## src/rtl/pip_pkg.sv

```systemverilog
// pip_pkg: shared types and constants of the point-in-polygon test unit
// used by pip_edge_unit and point_in_polygon_test_unit; no dependencies
`timescale 1ns / 1ps

package pip_pkg;

    // table size and polygon limits
    localparam int MAX_VERTICES_DEF  = 16;
    localparam int MIN_POLY_VERTICES = 3;
    localparam int COORD_W           = 32;
    localparam int VERTEX_W          = 2 * COORD_W;

    // stream widths (input word padded to whole bytes)
    localparam int S_TDATA_W = 72;
    localparam int M_TDATA_W = 8;

    // configuration port
    localparam int APB_AW = 3;
    localparam int APB_DW = 32;
    localparam int CNT_W  = 5;
    localparam logic [0:0] REG_VERTEX_COUNT = 1'b0;

    // operation codes carried in tuser
    localparam logic OP_LOAD  = 1'b0;
    localparam logic OP_QUERY = 1'b1;

    // one edge job handed to the edge unit: query point, vertex i, vertex i-1
    typedef struct packed {
        logic                      start;
        logic signed [COORD_W-1:0] px;
        logic signed [COORD_W-1:0] pz;
        logic signed [COORD_W-1:0] xi;
        logic signed [COORD_W-1:0] zi;
        logic signed [COORD_W-1:0] xj;
        logic signed [COORD_W-1:0] zj;
    } t_edge_req;

    // edge unit status back to the sequencer
    typedef struct packed {
        logic done;
        logic toggle;
    } t_edge_res;

    // edge unit phases
    typedef enum logic [1:0] {
        E_IDLE,
        E_MUL1,
        E_MUL2,
        E_CMP
    } t_edge_phase;

    // query sequencer states
    typedef enum logic [2:0] {
        S_IDLE,
        S_LD_PREV,
        S_LD_CUR,
        S_EDGE,
        S_DONE
    } t_seq_state;

endpackage

```

## src/rtl/pip_ram.sv

```systemverilog
// pip_ram: generic single-write, single-read ram with registered read data
// no dependencies
`timescale 1ns / 1ps

module pip_ram #(
    parameter int WIDTH = 64,
    parameter int DEPTH = 16,
    localparam int AW = $clog2(DEPTH)
) (
    input  logic             i_clk,
    input  logic             i_we,
    input  logic [AW-1:0]    i_waddr,
    input  logic [WIDTH-1:0] i_wdata,
    input  logic [AW-1:0]    i_raddr,
    output logic [WIDTH-1:0] o_rdata
);

    logic [WIDTH-1:0] r_mem [DEPTH];
    logic [WIDTH-1:0] r_rdata;

    // write port and registered read port
    always_ff @(posedge i_clk) begin
        if (i_we) begin
            r_mem[i_waddr] <= i_wdata;
        end
        r_rdata <= r_mem[i_raddr];
    end

    assign o_rdata = r_rdata;

endmodule

```

## src/rtl/pip_edge_unit.sv

```systemverilog
// pip_edge_unit: exact crossing test of one polygon edge against the query point
// one shared 32x32 multiplier used twice per edge; uses pip_pkg
`timescale 1ns / 1ps

module pip_edge_unit
    import pip_pkg::*;
(
    input  logic      i_clk,
    input  logic      i_rst_n,
    input  t_edge_req i_req,
    output t_edge_res o_res
);

    // magnitude of a 33-bit difference of two 32-bit values
    function automatic logic [COORD_W-1:0] mag33(input logic signed [COORD_W:0] v);
        logic signed [COORD_W:0] neg;
        begin
            neg = -v;
            mag33 = v[COORD_W] ? neg[COORD_W-1:0] : v[COORD_W-1:0];
        end
    endfunction

    // signed-magnitude less-than, negative zero counts as positive
    function automatic logic sm_less(input logic sa, input logic [VERTEX_W-1:0] ma,
                                     input logic sb, input logic [VERTEX_W-1:0] mb);
        logic a_neg;
        logic b_neg;
        begin
            a_neg = sa && (ma != '0);
            b_neg = sb && (mb != '0);
            if (a_neg != b_neg) begin
                sm_less = a_neg;
            end else if (!a_neg) begin
                sm_less = ma < mb;
            end else begin
                sm_less = ma > mb;
            end
        end
    endfunction

    t_edge_phase r_phase;
    t_edge_phase n_phase;

    logic signed [COORD_W:0] w_dz;
    logic signed [COORD_W:0] w_dx;
    logic signed [COORD_W:0] w_ez;
    logic signed [COORD_W:0] w_ex;
    logic                    w_straddle;

    logic [COORD_W-1:0]  r_m_ex;
    logic [COORD_W-1:0]  r_m_dz;
    logic [COORD_W-1:0]  r_m_dx;
    logic [COORD_W-1:0]  r_m_ez;
    logic                r_ls;
    logic                r_rs;
    logic                r_straddle;
    logic [VERTEX_W-1:0] r_lm;
    logic [VERTEX_W-1:0] r_rm;

    logic [COORD_W-1:0]  w_mul_a;
    logic [COORD_W-1:0]  w_mul_b;
    logic [VERTEX_W-1:0] w_prod;

    // differences against vertex i, and the z straddle test
    always_comb begin
        w_dz = {i_req.zj[COORD_W-1], i_req.zj} - {i_req.zi[COORD_W-1], i_req.zi};
        w_dx = {i_req.xj[COORD_W-1], i_req.xj} - {i_req.xi[COORD_W-1], i_req.xi};
        w_ez = {i_req.pz[COORD_W-1], i_req.pz} - {i_req.zi[COORD_W-1], i_req.zi};
        w_ex = {i_req.px[COORD_W-1], i_req.px} - {i_req.xi[COORD_W-1], i_req.xi};
        w_straddle = (i_req.zi > i_req.pz) != (i_req.zj > i_req.pz);
    end

    // shared multiplier: |ex|*|dz| first, then |dx|*|ez|
    assign w_mul_a = (r_phase == E_MUL1) ? r_m_ex : r_m_dx;
    assign w_mul_b = (r_phase == E_MUL1) ? r_m_dz : r_m_ez;
    assign w_prod  = VERTEX_W'(w_mul_a) * VERTEX_W'(w_mul_b);

    // operand and product registers
    always_ff @(posedge i_clk) begin
        if (i_req.start) begin
            r_m_ex     <= mag33(w_ex);
            r_m_dz     <= mag33(w_dz);
            r_m_dx     <= mag33(w_dx);
            r_m_ez     <= mag33(w_ez);
            r_ls       <= w_ex[COORD_W];
            r_rs       <= w_dx[COORD_W] ^ w_ez[COORD_W] ^ w_dz[COORD_W];
            r_straddle <= w_straddle;
        end
        if (r_phase == E_MUL1) begin
            r_lm <= w_prod;
        end
        if (r_phase == E_MUL2) begin
            r_rm <= w_prod;
        end
    end

    // phase register
    always_ff @(posedge i_clk) begin
        if (!i_rst_n) begin
            r_phase <= E_IDLE;
        end else begin
            r_phase <= n_phase;
        end
    end

    // phase sequencing and result
    always_comb begin
        n_phase      = r_phase;
        o_res.done   = 1'b0;
        o_res.toggle = 1'b0;
        case (r_phase)
            E_IDLE: begin
                if (i_req.start) begin
                    n_phase = E_MUL1;
                end
            end
            E_MUL1: n_phase = E_MUL2;
            E_MUL2: n_phase = E_CMP;
            E_CMP: begin
                o_res.done   = 1'b1;
                o_res.toggle = r_straddle && sm_less(r_ls, r_lm, r_rs, r_rm);
                n_phase      = E_IDLE;
            end
            default: n_phase = E_IDLE;
        endcase
    end

`ifndef SYNTHESIS
    a_start_when_idle: assert property (@(posedge i_clk) disable iff (!i_rst_n)
        i_req.start |-> r_phase == E_IDLE)
        else $error("edge job started while the unit is busy");

    a_done_after_start: assert property (@(posedge i_clk) disable iff (!i_rst_n)
        (i_req.start && r_phase == E_IDLE) |-> ##3 o_res.done)
        else $error("edge result not ready three cycles after start");

    a_toggle_needs_straddle: assert property (@(posedge i_clk) disable iff (!i_rst_n)
        o_res.toggle |-> (o_res.done && r_straddle))
        else $error("edge toggled without a z straddle");
`endif

endmodule

```

## src/rtl/point_in_polygon_test_unit.sv

```systemverilog
// point_in_polygon_test_unit: even-odd point-in-polygon test over a stored vertex table
// uses pip_pkg, pip_ram and pip_edge_unit
//
// usage:
//   input stream: each word is a vertex load (tuser = 0) or a point query (tuser = 1).
//   a load writes one vertex into the table and gives no output word.
//   a query walks every edge, from the last vertex to vertex 0 and on up the
//   table, and gives one output word, bit 0 set when the point lies inside.
//   vertex_count is set over the apb port at address 0; counts above the table
//   size saturate, and under three vertices a query always answers outside.
//   each edge of a query takes a table read and then the edge unit's multiply
//   and compare phases on one shared 32x32 multiplier; a query under three
//   vertices skips the edges. the input is not ready while a query runs.
//   reset clears the vertex count, the sequencer state and the output valid
//   flag; the table holds no defined value until loaded.
//   if the output receiver stalls, the finished result waits in the output
//   register; the next load or query is still taken, and a later query holds
//   its result until that register drains.
`timescale 1ns / 1ps

module point_in_polygon_test_unit
    import pip_pkg::*;
#(
    parameter int MAX_VERTICES = MAX_VERTICES_DEF
) (
    input  logic                 i_clk,
    input  logic                 i_rst_n,
    // input stream
    input  logic                 i_s_axis_tvalid,
    output logic                 o_s_axis_tready,
    // [3:0] vertex_index, [35:4] coord_x, [67:36] coord_z, [71:68] zero
    input  logic [S_TDATA_W-1:0] i_s_axis_tdata,
    // [0] operation
    input  logic                 i_s_axis_tuser,
    // output stream
    output logic                 o_m_axis_tvalid,
    input  logic                 i_m_axis_tready,
    // [0] inside_res, [7:1] zero
    output logic [M_TDATA_W-1:0] o_m_axis_tdata,
    // configuration port
    input  logic                 psel,
    input  logic                 penable,
    input  logic                 pwrite,
    input  logic [APB_AW-1:0]    paddr,
    input  logic [APB_DW-1:0]    pwdata,
    output logic [APB_DW-1:0]    prdata,
    output logic                 pready
);

    localparam int IDXW = $clog2(MAX_VERTICES);
    localparam int CNTW = $clog2(MAX_VERTICES + 1);

    t_seq_state r_state;
    t_seq_state n_state;

    logic [CNT_W-1:0]          r_vertex_count;
    logic [IDXW-1:0]           r_idx;
    logic [IDXW-1:0]           n_idx;
    logic [CNTW-1:0]           r_n;
    logic [CNTW-1:0]           n_n;
    logic [CNTW-1:0]           w_n_sat;
    logic signed [COORD_W-1:0] r_px;
    logic signed [COORD_W-1:0] n_px;
    logic signed [COORD_W-1:0] r_pz;
    logic signed [COORD_W-1:0] n_pz;
    logic [VERTEX_W-1:0]       r_prev;
    logic [VERTEX_W-1:0]       n_prev;
    logic                      r_inside;
    logic                      n_inside;
    logic                      r_out_valid;
    logic                      n_out_valid;
    logic                      r_out_data;
    logic                      n_out_data;

    logic                      w_accept;
    logic [3:0]                w_slot;
    logic [COORD_W-1:0]        w_in_x;
    logic [COORD_W-1:0]        w_in_z;
    logic                      w_ram_we;
    logic [VERTEX_W-1:0]       w_rd;
    t_edge_req                 w_req;
    t_edge_res                 w_res;
    logic                      w_cfg_hit;

    // input word fields
    assign w_slot   = i_s_axis_tdata[3:0];
    assign w_in_x   = i_s_axis_tdata[35:4];
    assign w_in_z   = i_s_axis_tdata[67:36];
    assign w_accept = i_s_axis_tvalid && o_s_axis_tready;

    // configuration register
    assign pready    = 1'b1;
    assign w_cfg_hit = paddr[APB_AW-1:2] == REG_VERTEX_COUNT;
    assign prdata    = w_cfg_hit ? APB_DW'(r_vertex_count) : '0;

    always_ff @(posedge i_clk) begin
        if (!i_rst_n) begin
            r_vertex_count <= '0;
        end else if (psel && penable && pwrite && pready && w_cfg_hit) begin
            r_vertex_count <= pwdata[CNT_W-1:0];
        end
    end

    // vertex count in use, saturated to the table size
    always_comb begin
        if (32'(r_vertex_count) > 32'(MAX_VERTICES)) begin
            w_n_sat = CNTW'(MAX_VERTICES);
        end else begin
            w_n_sat = CNTW'(r_vertex_count);
        end
    end

    // vertex table, z in the upper half; the read address follows the next index
    pip_ram #(
        .WIDTH (VERTEX_W),
        .DEPTH (MAX_VERTICES)
    ) u_table (
        .i_clk   (i_clk),
        .i_we    (w_ram_we),
        .i_waddr (IDXW'(w_slot)),
        .i_wdata ({w_in_z, w_in_x}),
        .i_raddr (n_idx),
        .o_rdata (w_rd)
    );

    // edge job: vertex i from the table read, vertex i-1 from the held copy
    always_comb begin
        w_req.px = r_px;
        w_req.pz = r_pz;
        w_req.xi = w_rd[COORD_W-1:0];
        w_req.zi = w_rd[VERTEX_W-1:COORD_W];
        w_req.xj = r_prev[COORD_W-1:0];
        w_req.zj = r_prev[VERTEX_W-1:COORD_W];
        w_req.start = (r_state == S_LD_CUR);
    end

    pip_edge_unit u_edge (
        .i_clk   (i_clk),
        .i_rst_n (i_rst_n),
        .i_req   (w_req),
        .o_res   (w_res)
    );

    // control registers
    always_ff @(posedge i_clk) begin
        if (!i_rst_n) begin
            r_state     <= S_IDLE;
            r_out_valid <= 1'b0;
        end else begin
            r_state     <= n_state;
            r_out_valid <= n_out_valid;
        end
    end

    // working registers
    always_ff @(posedge i_clk) begin
        r_idx      <= n_idx;
        r_n        <= n_n;
        r_px       <= n_px;
        r_pz       <= n_pz;
        r_prev     <= n_prev;
        r_inside   <= n_inside;
        r_out_data <= n_out_data;
    end

    // query sequencer
    always_comb begin
        n_state         = r_state;
        n_idx           = r_idx;
        n_n             = r_n;
        n_px            = r_px;
        n_pz            = r_pz;
        n_prev          = r_prev;
        n_inside        = r_inside;
        n_out_valid     = r_out_valid && !i_m_axis_tready;
        n_out_data      = r_out_data;
        w_ram_we        = 1'b0;
        o_s_axis_tready = 1'b0;
        case (r_state)
            S_IDLE: begin
                o_s_axis_tready = 1'b1;
                if (i_s_axis_tvalid) begin
                    if (i_s_axis_tuser == OP_LOAD) begin
                        w_ram_we = 32'(w_slot) < 32'(MAX_VERTICES);
                    end else begin
                        n_px     = w_in_x;
                        n_pz     = w_in_z;
                        n_n      = w_n_sat;
                        n_inside = 1'b0;
                        if (32'(w_n_sat) < 32'(MIN_POLY_VERTICES)) begin
                            n_state = S_DONE;
                        end else begin
                            n_idx   = IDXW'(w_n_sat - CNTW'(1));
                            n_state = S_LD_PREV;
                        end
                    end
                end
            end
            S_LD_PREV: begin
                // last vertex arrives; start reading vertex 0
                n_prev  = w_rd;
                n_idx   = '0;
                n_state = S_LD_CUR;
            end
            S_LD_CUR: begin
                n_prev  = w_rd;
                n_state = S_EDGE;
            end
            S_EDGE: begin
                if (w_res.done) begin
                    if (w_res.toggle) begin
                        n_inside = !r_inside;
                    end
                    if (CNTW'(r_idx) == r_n - CNTW'(1)) begin
                        n_state = S_DONE;
                    end else begin
                        n_idx   = r_idx + IDXW'(1);
                        n_state = S_LD_CUR;
                    end
                end
            end
            S_DONE: begin
                if (!r_out_valid || i_m_axis_tready) begin
                    n_out_valid = 1'b1;
                    n_out_data  = r_inside;
                    n_state     = S_IDLE;
                end
            end
            default: n_state = S_IDLE;
        endcase
    end

    assign o_m_axis_tvalid = r_out_valid;
    assign o_m_axis_tdata  = M_TDATA_W'(r_out_data);

`ifndef SYNTHESIS
    a_word_from_done: assert property (@(posedge i_clk) disable iff (!i_rst_n)
        $rose(o_m_axis_tvalid) |-> $past(r_state) == S_DONE)
        else $error("output word raised outside the done state");

    a_idx_in_range: assert property (@(posedge i_clk) disable iff (!i_rst_n)
        (r_state == S_EDGE || r_state == S_LD_CUR) |-> CNTW'(r_idx) < r_n)
        else $error("edge index beyond the vertex count");

    a_small_poly_outside: assert property (@(posedge i_clk) disable iff (!i_rst_n)
        (w_accept && i_s_axis_tuser == OP_QUERY && 32'(w_n_sat) < 32'(MIN_POLY_VERTICES))
        |=> (r_state == S_DONE && !r_inside))
        else $error("query on a degenerate polygon not answered outside");
`endif

endmodule

```

## config.mk

```make
export PLATFORM = sky130hd
export DESIGN_NAME = point_in_polygon_test_unit
export DESIGN_NICKNAME = d
export VERILOG_FILES = /design/src/rtl/pip_pkg.sv /design/src/rtl/pip_ram.sv /design/src/rtl/pip_edge_unit.sv /design/src/rtl/point_in_polygon_test_unit.sv
export SDC_FILE = /design/constraint.sdc
export NUM_CORES = 2
export LEC_CHECK = 0
export CORE_MARGIN = 2
export CORE_UTILIZATION = 65
export DETAILED_ROUTE_END_ITERATION = 8
export DONT_BUFFER_PORTS = 1
export PLACE_DENSITY = 0.78
export RECOVER_POWER = 100
export REMOVE_ABC_BUFFERS = 1
export SYNTH_ARGS = -nofsm -noshare
export SYNTH_HDL_FRONTEND = slang
export SYNTH_HIERARCHICAL = 1
export SYNTH_SLANG_ARGS = --single-unit
```

## constraint.sdc

```tcl
create_clock -name i_clk -period 13.17 [get_ports i_clk]
set_clock_uncertainty 0.2 [all_clocks]
set_input_delay 0.6585 -clock i_clk [delete_from_list [all_inputs] [get_ports i_clk]]
set_output_delay 0.6585 -clock i_clk [all_outputs]
set_load 0.01 [all_outputs]
```

Yosys cells after proc, flatten, opt, wreduce, memory -nomap -nowiden
Memories as Yosys holds them, arrays and structs flattened. A register that Yosys moved wholly into a read port is not among the register bits.
Index checks and enable logic that the tools add are counted.
- word-level logic and storage cells: 119
- input bits: 115
- bits in writable memories: 1024
- output and inout port bits: 43
- register bits: 409
- memories kept: 1
- add/sub/neg operators: 11
- bitwise logic cells: 3
- mux-type cells: 40
- equality and inequality tests: 16
- $mul: 1
- reductions and logical operators: 21
- $lt $le $gt $ge: 6
- memory list (name ; depth ; bits a word ; read ports ; clocked after Yosys merged registers in ; write ports ; line ; RTL):
    u_table.r_mem ; 16 ; 64 ; 1 ; 1 ; 1 ; pip_ram.sv:18 ; logic [WIDTH-1:0] r_mem [DEPTH];
- operators by type and width (cell ; number):
    2-to-1 mux 32 bit ; 6
    subtractor 32 x 32 -> 33 bit ; 4
    negation 32 bit ; 4
    nonzero test 64 bit ; 2
    > comparator 32 bit ; 2
    > comparator 64 bit ; 1
    less-than comparator 64 bit ; 1
    multiplier 32 x 32 -> 64 bit ; 1
    2-to-1 mux 4 bit ; 5
    2-to-1 mux 3 bit ; 6
    2-to-1 mux 1 bit ; 15
    case mux 3 bit (5 select lines) ; 1
    case mux 4 bit (3 select lines) ; 1
    2-to-1 mux 5 bit ; 2
    case mux 2 bit (4 select lines) ; 1
    logical AND 1 bit ; 7
    equality test 3 x 2 -> 1 bit, second input constant ; 2
    != test 2 x 1 -> 1 bit, second input constant ; 3
    != test 2 bit, second input constant ; 3
    equality test 4 x 5 -> 1 bit ; 1
    > comparator 5 bit, second input constant ; 1
    less-than comparator 5 x 2 -> 1 bit, second input constant ; 1
    AND reduction 5 bit ; 1
    subtractor 5 x 1 -> 5 bit, second input constant ; 1
    other kinds (20) ; 26

Depth between registers and ports, before layout
- word-level depth: 10
- mapped depth: 36
- gate-level depth less buffers: 31

Hierarchy
The synthesis kept the hierarchy.
- modules (own cells, without submodules) (module ; instances ; area each (sq um) ; cells each):
    pip_edge_unit ; 1 ; 53348.7 ; 5854
    pip_ram ; 1 ; 39583.0 ; 1647
    point_in_polygon_test_unit ; 1 ; 5345.1 ; 295

Least setup slack after synthesis
Ideal clock, no wire load.
- path type: reg-to-reg
- start: register u_edge.r_phase[1]
- end: register u_edge.r_lm[62], data pin
- stages on the path, launching flop included: 35
- data arrival time: 10.842 ns
- clock period less this slack: 11.308 ns
- library setup time: 0.265 ns
- slack: 1.862 ns
- cells stage by stage: dfxtp_1 -> inv_1 -> ha_1 -> clkbuf_1 -> clkbuf_1 -> buf_1 -> mux2i_1 -> clkbuf_1 -> nor2_1 -> fa_1 -> inv_1 -> fa_1 -> inv_1 -> fa_1 -> fa_1 -> fa_1 -> fa_1 -> fa_1 -> inv_1 -> fa_1 -> inv_1 -> ha_1 -> clkbuf_1 -> nand4_1 -> or3_1 -> or3_1 -> o32ai_1 -> a21oi_1 -> nand2_1 -> nor3_1 -> o41ai_1 -> a221o_1 -> a32o_1 -> nor4b_1 -> a311o_1
- longest elaborated chain between the ends: 3
- elaborated cells between the ends (all ways): 4
- RTL lines (item ; line ; RTL):
    start, declared ; pip_edge_unit.sv:41 ; t_edge_phase r_phase;
    start signal, assigned ; pip_edge_unit.sv:102 ; r_phase <= n_phase;
    equality test 2 x 1 -> 1 bit * ; pip_edge_unit.sv:74, pip_edge_unit.sv:75 ;
    2-to-1 mux 32 bit, on equally long branches ; pip_edge_unit.sv:74, pip_edge_unit.sv:75 ;
    multiplier 32 x 32 -> 64 bit * ; pip_edge_unit.sv:76 ; assign w_prod = VERTEX_W'(w_mul_a) * VERTEX_W'(w_mul_b);
    named net u_edge.w_prod[62] ; pip_edge_unit.sv:62 ; logic [VERTEX_W-1:0] w_prod;
    end signal, assigned ; pip_edge_unit.sv:90 ; r_lm <= w_prod;
    end, declared ; pip_edge_unit.sv:57 ; logic [VERTEX_W-1:0] r_lm;
Mark *: on every way through the listed nets, which the timed path passes. The rest lies on a longest branch.
A chain may end at the register's enable or synchronous reset.

Worst setup path in the final report
Same ends and word-level chain as after synthesis.

==> results_dict.tcl <==
set metrics [dict create \
    gr-total-overflow 0 \
    num_vias 64003 \
    final_util_pct 70.80 \
    core_mm2 0.1500 \
    maxCapViolations 47 \
    grt.busiest_layer "met2" \
    grt_pass1_vias 66265 \
    io_buffers 0 \
    multi_input_comb_area_mm2 0.04891 \
    drt_iter0_drc 7289 \
    die_area_mm2 0.1543 \
    first_pass_iters 7 \
    grt_max_degree 103 \
    post-route-min-period_ns 11.64 \
    violations "capacitance limit, slew limit" \
    slowest_delay_ns 1.41 \
    clock-root-buffer "clkbuf_16" \
    syn_to_final_growth_pct 8.028 \
    crit_arrival_ns 11.97 \
    yosysSeqAreaShare_pct 44.94 \
    synth_most_common_cell "edfxtp_1" \
    netlist_top_cells_count "edfxtp_1, inv_1, fa_1, nor2_1, nand2_1" \
    synthDominantCellAreaShare_pct 43.33 \
    postCtsSetupRepairBufs 0 \
    ys_warn_count 6 \
    cts_tree "done" \
    wl_per_cell_um 26.64 \
    io_pins 158 \
    syn_avg_cell_area_um2 12.61 \
    fill_cells 10020 \
    antenna_found_initial 7 \
    synth_edf_count 1418 \
    clock_latency_ns 0.80 \
    regToRegSetupSlack_ns 1.53 \
    relSlewSlack_pct -345.2 \
    drive_gt1_share_pct 8.751 \
    end_kind "flip-flop" \
    htree_levels 4 \
    hold_depth 2 \
    syn-cell-area_mm2 0.09828 \
    synthArstFlopShare_pct 0 \
    nets 9342 \
    slowest_stage "clkbuf_1" \
    synthTopCellsByArea "edfxtp_1, fa_1, ha_1" \
    final_hold_viol_count 0 \
    hold_path.startpoint "i_s_axis_tuser" \
    via_per_inst 6.418 \
    tightest_slew_ns 6.679 \
    numCtsBuffers 149 \
    clock_path_buffers 3 \
    chipHeight_um 392.8 \
    status "finished with violations" \
    reg2reg_from "u_edge/r_phase[1]" \
    ant_nets 0 \
    cts_resized 0 \
    start_util_pct 65.54 \
    cp_common_cell "fa_1" \
    gp_congestion 1.031 \
    hold_class "input port to flip-flop" \
    seqCellArea_mm2 0.04416 \
    use_met3_pct 8.125 \
    fmax_mhz 85.94 \
    fp-row-count 142 \
    synth_cell_types 103 \
    rsz0062_at_grt "no" \
    wl_mm 265.6 \
    reg2reg_depth 29 \
    required_ns 13.51 \
    grtUsageTotal_pct 35.20 \
    synth-seq-cells 1497 \
    synth-main-ff-cell "edfxtp_1" \
    path_class "flip-flop to flip-flop" \
    slew_viol_final 1774 \
    dp_hpwl_mm 181.2 \
    use_met1_pct 45.27 \
    grt_pass1_wl_mm 400.3 \
    cp_max_fo 35 \
    cts_sinks 1497 \
    remaining_drc_errors 0 \
    setup_viol 0 \
    min_to "r_n[0]" \
    met2_usage_pct 55.94 \
    syn_inst 7796 \
    synth_largest_area_cell "edfxtp_1" \
    die_w_um 392.8 \
    path_clk_slew_ns 0.06 \
    period_share_pct 88.35 \
    cp-start-kind "flip-flop" \
    r2r_end "u_edge/r_lm[62]" \
]
[final cells by class]
cell class | instances | area share, %
flip-flops and latches | 1497 | 41.60
multi-input cells | 4919 | 46.07
clock buffers | 198 | 3.801
inverters | 1068 | 3.776
clock inverters | 79 | 0.9888
diodes | 3 | 0.007071
repair buffers | 192 | 1.382
well taps | 2016 | 2.376
[metal layers]
metal	routed length, um	vias up
li1	-	26895
met1	96300	32420
met2	123700	3838
met3	28030	840
met4	17260	10
met5	293	-
[repair_timing]
item                                     CTS  global route
hold endpoints to repair                1102             0
hold buffers                              73             0
endpoints found under the setup margin     0             0
[sequential cells by signal (all words and copies together), names as in the netlist, 5 cells and up]
name	cells
r_n	5
r_prev	64
r_px	32
r_pz	32
r_vertex_count	5
u_edge/r_lm	64
u_edge/r_m_dx	32
u_edge/r_m_dz	32
u_edge/r_m_ex	32
u_edge/r_m_ez	32
u_edge/r_rm	64
u_table/o_rdata	64
u_table/r_mem	1024
[layout by cell type, fill, tap and decap left out, types with 68 or more instances in the layout]
master | Yosys | layout
dlygate4sd3_1 | 0 | 73
nand2_1 | 673 | 673
a21o_1 | 152 | 152
inv_1 | 1068 | 1068
ha_1 | 500 | 499
mux4_2 | 256 | 256
a21oi_1 | 226 | 227
fa_1 | 900 | 900
clkbuf_16 | 0 | 151
a22oi_1 | 129 | 129
xor2_1 | 98 | 98
dfxtp_1 | 79 | 79
nor2_1 | 740 | 730
xnor2_1 | 210 | 210
edfxtp_1 | 1418 | 1418
buf_4 | 43 | 68
clkbuf_1 | 245 | 86
o21ai_0 | 140 | 148
[stage by stage]
stage                     cell area (um^2)  setup slack (ns)  std cells  hold slack [ns]  TNS [ns]
after global placement              100700             2.317       9619           0.2135         0
after detailed placement            100700             2.131       9619           0.2131         0
after floorplan                      96810            -2.207       7484           0.2082   -105.46
after global routing                106200             1.073       9970          0.08721         0
after CTS                           106500             2.120       9969          0.02123         0
final                               106200             1.534       9972           0.1111         0
[kinds of logic (layout without fill, tap and decap cells)]
group / Yosys count / in the layout / share of synthesized area (%)
XOR/XNOR: 308 / 308 / 2.745
other: 2 / 38 / 0.007642
AO/OA/AOI/OAI: 932 / 932 / 6.326
flip-flops: 1497 / 1497 / 44.94
multiplexers: 401 / 401 / 7.426
buffers and inverters: 1413 / 1537 / 5.695
AND/OR/NAND/NOR: 1843 / 1843 / 8.165
adder cells (fa/ha/maj): 1400 / 1400 / 24.70
[critical path, delay by kind of cell, from the launching register on]
kind	cells	cell delay [ns]
fa+ha+maj	10	4.60
buf+inv	5	2.55
compound gates	6	1.85
simple gates	7	1.47
flops	1	0.34
mux	1	0.28
[worst max path at each step]
| stage | to | slack, ns | start |
|---|---|---|---|
| floorplan | u_edge/r_lm[62] | -2.21 | u_edge/r_phase[1] |
| global placement | u_edge/r_lm[62] | 2.32 | u_edge/r_phase[1] |
| detailed placement | u_edge/r_rm[62] | 2.13 | u_edge/r_phase[1] |
| CTS | u_edge/r_rm[62] | 2.12 | u_edge/r_phase[1] |
| global route | u_edge/r_lm[62] | 1.07 | u_edge/r_phase[1] |
| finish | u_edge/r_lm[62] | 1.53 | u_edge/r_phase[1] |
Power is not shown: default switching activity piles up to over one toggle a cycle in this logic, so the estimate is an artifact.
